==> config.mk <==
export PLATFORM = sky130hd
export DESIGN_NAME = htbd_ram
export DESIGN_NICKNAME = d
export VERILOG_FILES = /design/src/sv/htbd_ram.sv
export SDC_FILE = /design/constraint.sdc
export NUM_CORES = 1
export LEC_CHECK = 0
export ABC_CLOCK_PERIOD_IN_PS = 7690
export BUFFER_PORTS_ARGS = -buffer_cell sky130_fd_sc_hd__clkbuf_2
export CORE_MARGIN = 2
export CORE_UTILIZATION = 60
export CTS_BUF_LIST = sky130_fd_sc_hd__clkbuf_16
export DETAILED_ROUTE_END_ITERATION = 10
export HOLD_SLACK_MARGIN = 0.08
export PLACE_DENSITY = 0.76
export SYNTH_ARGS = -nofsm -noshare
export SYNTH_HDL_FRONTEND = slang
export SYNTH_SLANG_ARGS = --single-unit
==> constraint.sdc <==
create_clock -name clk -period 7.69 [get_ports clk]
set_input_delay 0.769 -clock clk [delete_from_list [all_inputs] [get_ports clk]]
set_output_delay 0.769 -clock clk [all_outputs]
set_load 0.03 [all_outputs]
==> src/sv/htbd_ram.sv <==
// Generic simple dual-port RAM: one write port, one read port, registered read.
// Depends on nothing.
module htbd_ram #(
  parameter int WIDTH = 8,
  parameter int DEPTH = 128
) (
  input  logic                     clk,
  input  logic                     we,
  input  logic [$clog2(DEPTH)-1:0] waddr,
  input  logic [WIDTH-1:0]         wdata,
  input  logic                     re,
  input  logic [$clog2(DEPTH)-1:0] raddr,
  output logic [WIDTH-1:0]         rdata
);

  logic [WIDTH-1:0] mem [DEPTH];

  always_ff @(posedge clk) begin
    if (we) begin
      mem[waddr] <= wdata;
    end
    // hold read data when no read is issued
    if (re) begin
      rdata <= mem[raddr];
    end
  end

endmodule

# Word level (Yosys, flattened, before mapping)
# Memories as Yosys holds them, arrays and structs flattened. A register that Yosys moved wholly into a read port is not among the register bits.
# Cells that the tools add are included.
[word_totals]
ff_bits = 0
mem_bits_rw = 1024
n_memories = 1
[mem_list]
columns = ["memory", "words", "word_bits", "read_ports", "rd_clocked_by_memory_dff", "wr", "line", "text"]
rows = [
  ["mem", 128, 8, 1, 1, 1, "16", "logic [WIDTH-1:0] mem [DEPTH];"],
]
[classes]
mux = 2
[op_table]
columns = ["op", "n"]
rows = [
  ["$mux 1", 2],
]

# Depth between registers and ports, before layout
[depth]
ltp_word = 2
ltp_mapped = 7
depth_no_buf = 4

# Worst setup path before layout
# No wires, ideal clock.
[synth_path]
path_type = "input-to-reg"
start = "in raddr[0]"
end = "reg rdata[0], read port of mem (data pin)"
setup_time_ns = 0.260
t_arrival_ns = 3.153
required_time_ns = 7.430
slack_ns = 4.278
stages = 6
n_path_buf = 2
path_cell_list = "clkbuf_1 -> buf_1 -> mux4_2 -> mux4_2 -> mux4_2 -> mux2_2"
[synth_lines]
columns = ["item", "line", "text"]
rows = [
  ["start, declared", "12", "input logic [$clog2(DEPTH)-1:0] raddr,"],
  ["end, declared", "13", "output logic [WIDTH-1:0] rdata"],
]

==> summary.txt <==
Status = complete, no violations
Share of cells above drive strength 1 = 29.8%
TritonRoute pass-1 iters = 5
TritonCTS clock tree = yes
Clock sink total = 1032
Vias in the first global route = 18300
Cells after Synth = 1635
Final Hold Fails = 0
Die Ht = 261 um
Final count of negative-setup-slack endpoints = 0
Vias per cell = 6.75
Cell Count, Final, Fillers Out = 2646
CTS buffer count = 96
Clock buffer depth = 3
Reg2Reg Depth = 4
Synthesized cell area = 39700 sq um
Peak supply drop = 0.000197 V
Htree depth = 3
Clk root buf = clkbuf_16
DRT Wirelength = 87500 um
Final nets = 1732
Synthesized netlist net count = 1660
Yosys cell types = 16
Post_cts resized = 0
GRT overflow = 0
CP Max Fanout = 117
Mean Syn Cell Area = 24.3 sq um
Setup TNS = 0 ns
First-pass GRT wire length = 128000 um
DP HPWL = 50200 um
LEAKAGE = 13.5 nW
R2R Path Start = mem[90][6]
Core Util, Final = 67.0%
#FFs+latches synth = 1032
Worst setup startpoint = raddr[0]
Sequential cell area fraction in the yosys report = 78.0%
Least-Margin Pin Slew = 1.25 ns
Pwr dens = 259 nW/um^2
WS Path Type = primary input to flop
Core box area = 65600 sq um
Detailed router's first-iteration violation count = 2451
CP Data Required Time = 8.08 ns
Clock-pin slew on the worst setup and hold paths = 0.06 ns
CP endpoint kind = flop
Rows = 94
Total number of vias = 17900
Unrepaired setup endpoints after global routing = no
Critical Path Sink = rdata[6]
Max cap viols = 0
Post-CTS setup buffers = 0
DRC violations left = 0
Routed Antenna Nets = 0
Reg2reg end = rdata[6]
FMAX = 262 MHz
Worst path arrival time = 4.20 ns
Layout fillers = 3860
Worst min-delay path class = primary input to flop
Worst clock skew = 0.0339 ns
Wire per inst = 33.1 um
Max-slew headroom = 16.8%
Initial antenna violation count = 0
RD Place Congestion = 0.808
Footprint of the multi-input gates = 8360 sq um
DIE AREA = 68300 sq um
Tmin final = 3.82 ns
Placed Cells incl. Taps = 2473
IO Pins = 33
P&R area growth vs syn = 10.6%
Synth Warn # = 0
Ant. Diodes = 0
CP startpoint kind = primary input
Final Max Slew Viols = 0
Sequential cell area = 31000 sq um
Initial Utilization = 60.6%
Die extent in x = 261 um
# hold bufs at CTS = 0
Pin count of the biggest net entering global routing = 118
Gr usage total = 26.6%
Worst-skew pair later-pin latency = 0.66 ns
Port bufs = 32
R2R setup slack = 5.09 ns
Period Utilization, post-route = 49.6%
-- report_power, final --
part	internal, mW	switching (mW)
clock network	2.62	1.97
registers	6.22	0.0112
logic	0.224	0.339
-- how the worst min path moves through the flow --
stage	from	endpoint	slack, ns	depth (start not counted)
after floorplan	wdata[0]	mem[0][0]	0.87	0
after global placement	wdata[5]	mem[117][5]	1.17	1
after detailed placement	wdata[5]	mem[117][5]	1.18	1
after CTS	wdata[5]	mem[117][5]	0.49	1
after global routing	wdata[5]	mem[117][5]	0.52	1
final	wdata[5]	mem[117][5]	0.52	1
-- metal layers --
layer | global-route usage [%] | vias to the layer above | share of wire (%)
met2 | 42.7 | 1039 | 50
met5 | 0 | - | 0
met3 | 5.83 | 153 | 10
li1 | - | 7166 | -
met4 | 9.01 | 0 | 3.2
met1 | 37.0 | 9496 | 36
-- placed cells by master (no fill, tap or decap) --
master / count
mux4_2: 336
nor2_1: 122
buf_12: 3
mux2_2: 8
nand2b_1: 2
nand3_1: 12
buf_8: 2
clkinvlp_4: 2
buf_4: 37
clkinv_2: 10
clkbuf_16: 101
inv_1: 27
buf_2: 1
clkinv_1: 23
nor2b_1: 7
nand4_1: 3
nand2_1: 14
edfxtp_1: 1032
clkbuf_2: 20
inv_6: 2
nor3_1: 8
bufinv_16: 8
nor3_2: 1
or3_1: 1
-- critical path, stage by stage --
cell and delay [ns]:
buf_8 0.42, buf_12 0.68, mux4_2 0.61, mux4_2 0.54, mux4_2 0.60, mux2_2 0.31
-- synthesized netlist by cell type --
| master | n | area [sq um] |
|---|---|---|
| nor3_1 | 9 | 45.0 |
| buf_1 | 18 | 67.6 |
| nand2_1 | 14 | 52.6 |
| edfxtp_1 | 1032 | 31000 |
| mux2_2 | 8 | 90.1 |
| or3_1 | 1 | 6.26 |
| mux4_2 | 336 | 7570 |
| nor2_1 | 122 | 458 |
| nor2b_1 | 7 | 43.8 |
| buf_6 | 1 | 11.3 |
| buf_2 | 15 | 75.1 |
| nand3_1 | 12 | 60.1 |
| buf_4 | 11 | 82.6 |
| nand4_1 | 3 | 18.8 |
| nand2b_1 | 2 | 12.5 |
| clkbuf_1 | 44 | 165 |
-- stage by stage --
stage	total power, mW	setup slack [ns]	hold slack [ns]	cell area, sq um
4_1_cts	11.4	3.86	0.485	43900
6_report	11.4	3.87	0.521	43900
5_1_grt	11.6	3.73	0.521	43900
2_1_floorplan	6.67	4.28	0.868	39700
3_5_place_dp	6.91	3.18	1.18	40900
3_3_place_gp	6.90	3.19	1.17	40900
-- cells by family after synthesis --
| family | count (synthesis) | synth area share, % |
|---|---|---|
| AND/OR/NAND/NOR | 170 | 1.75 |
| flip-flops | 1032 | 78.0 |
| multiplexers | 344 | 19.3 |
| buffers and inverters | 89 | 1.01 |
-- flip-flops by register name (all words and copies together), names as in the netlist --
name   cells
mem     1024
rdata      8
-- layout make-up --
| cell class | count | share of cell area [%] |
|---|---|---|
| clock inverters | 72 | 1.16 |
| well taps | 864 | 2.46 |
| repair buffers | 63 | 1.08 |
| flip-flops and latches | 1032 | 70.5 |
| multi-input cells | 514 | 19.0 |
| clock buffers | 101 | 5.75 |
No activity file was read; power rests on OpenSTA's default activity.
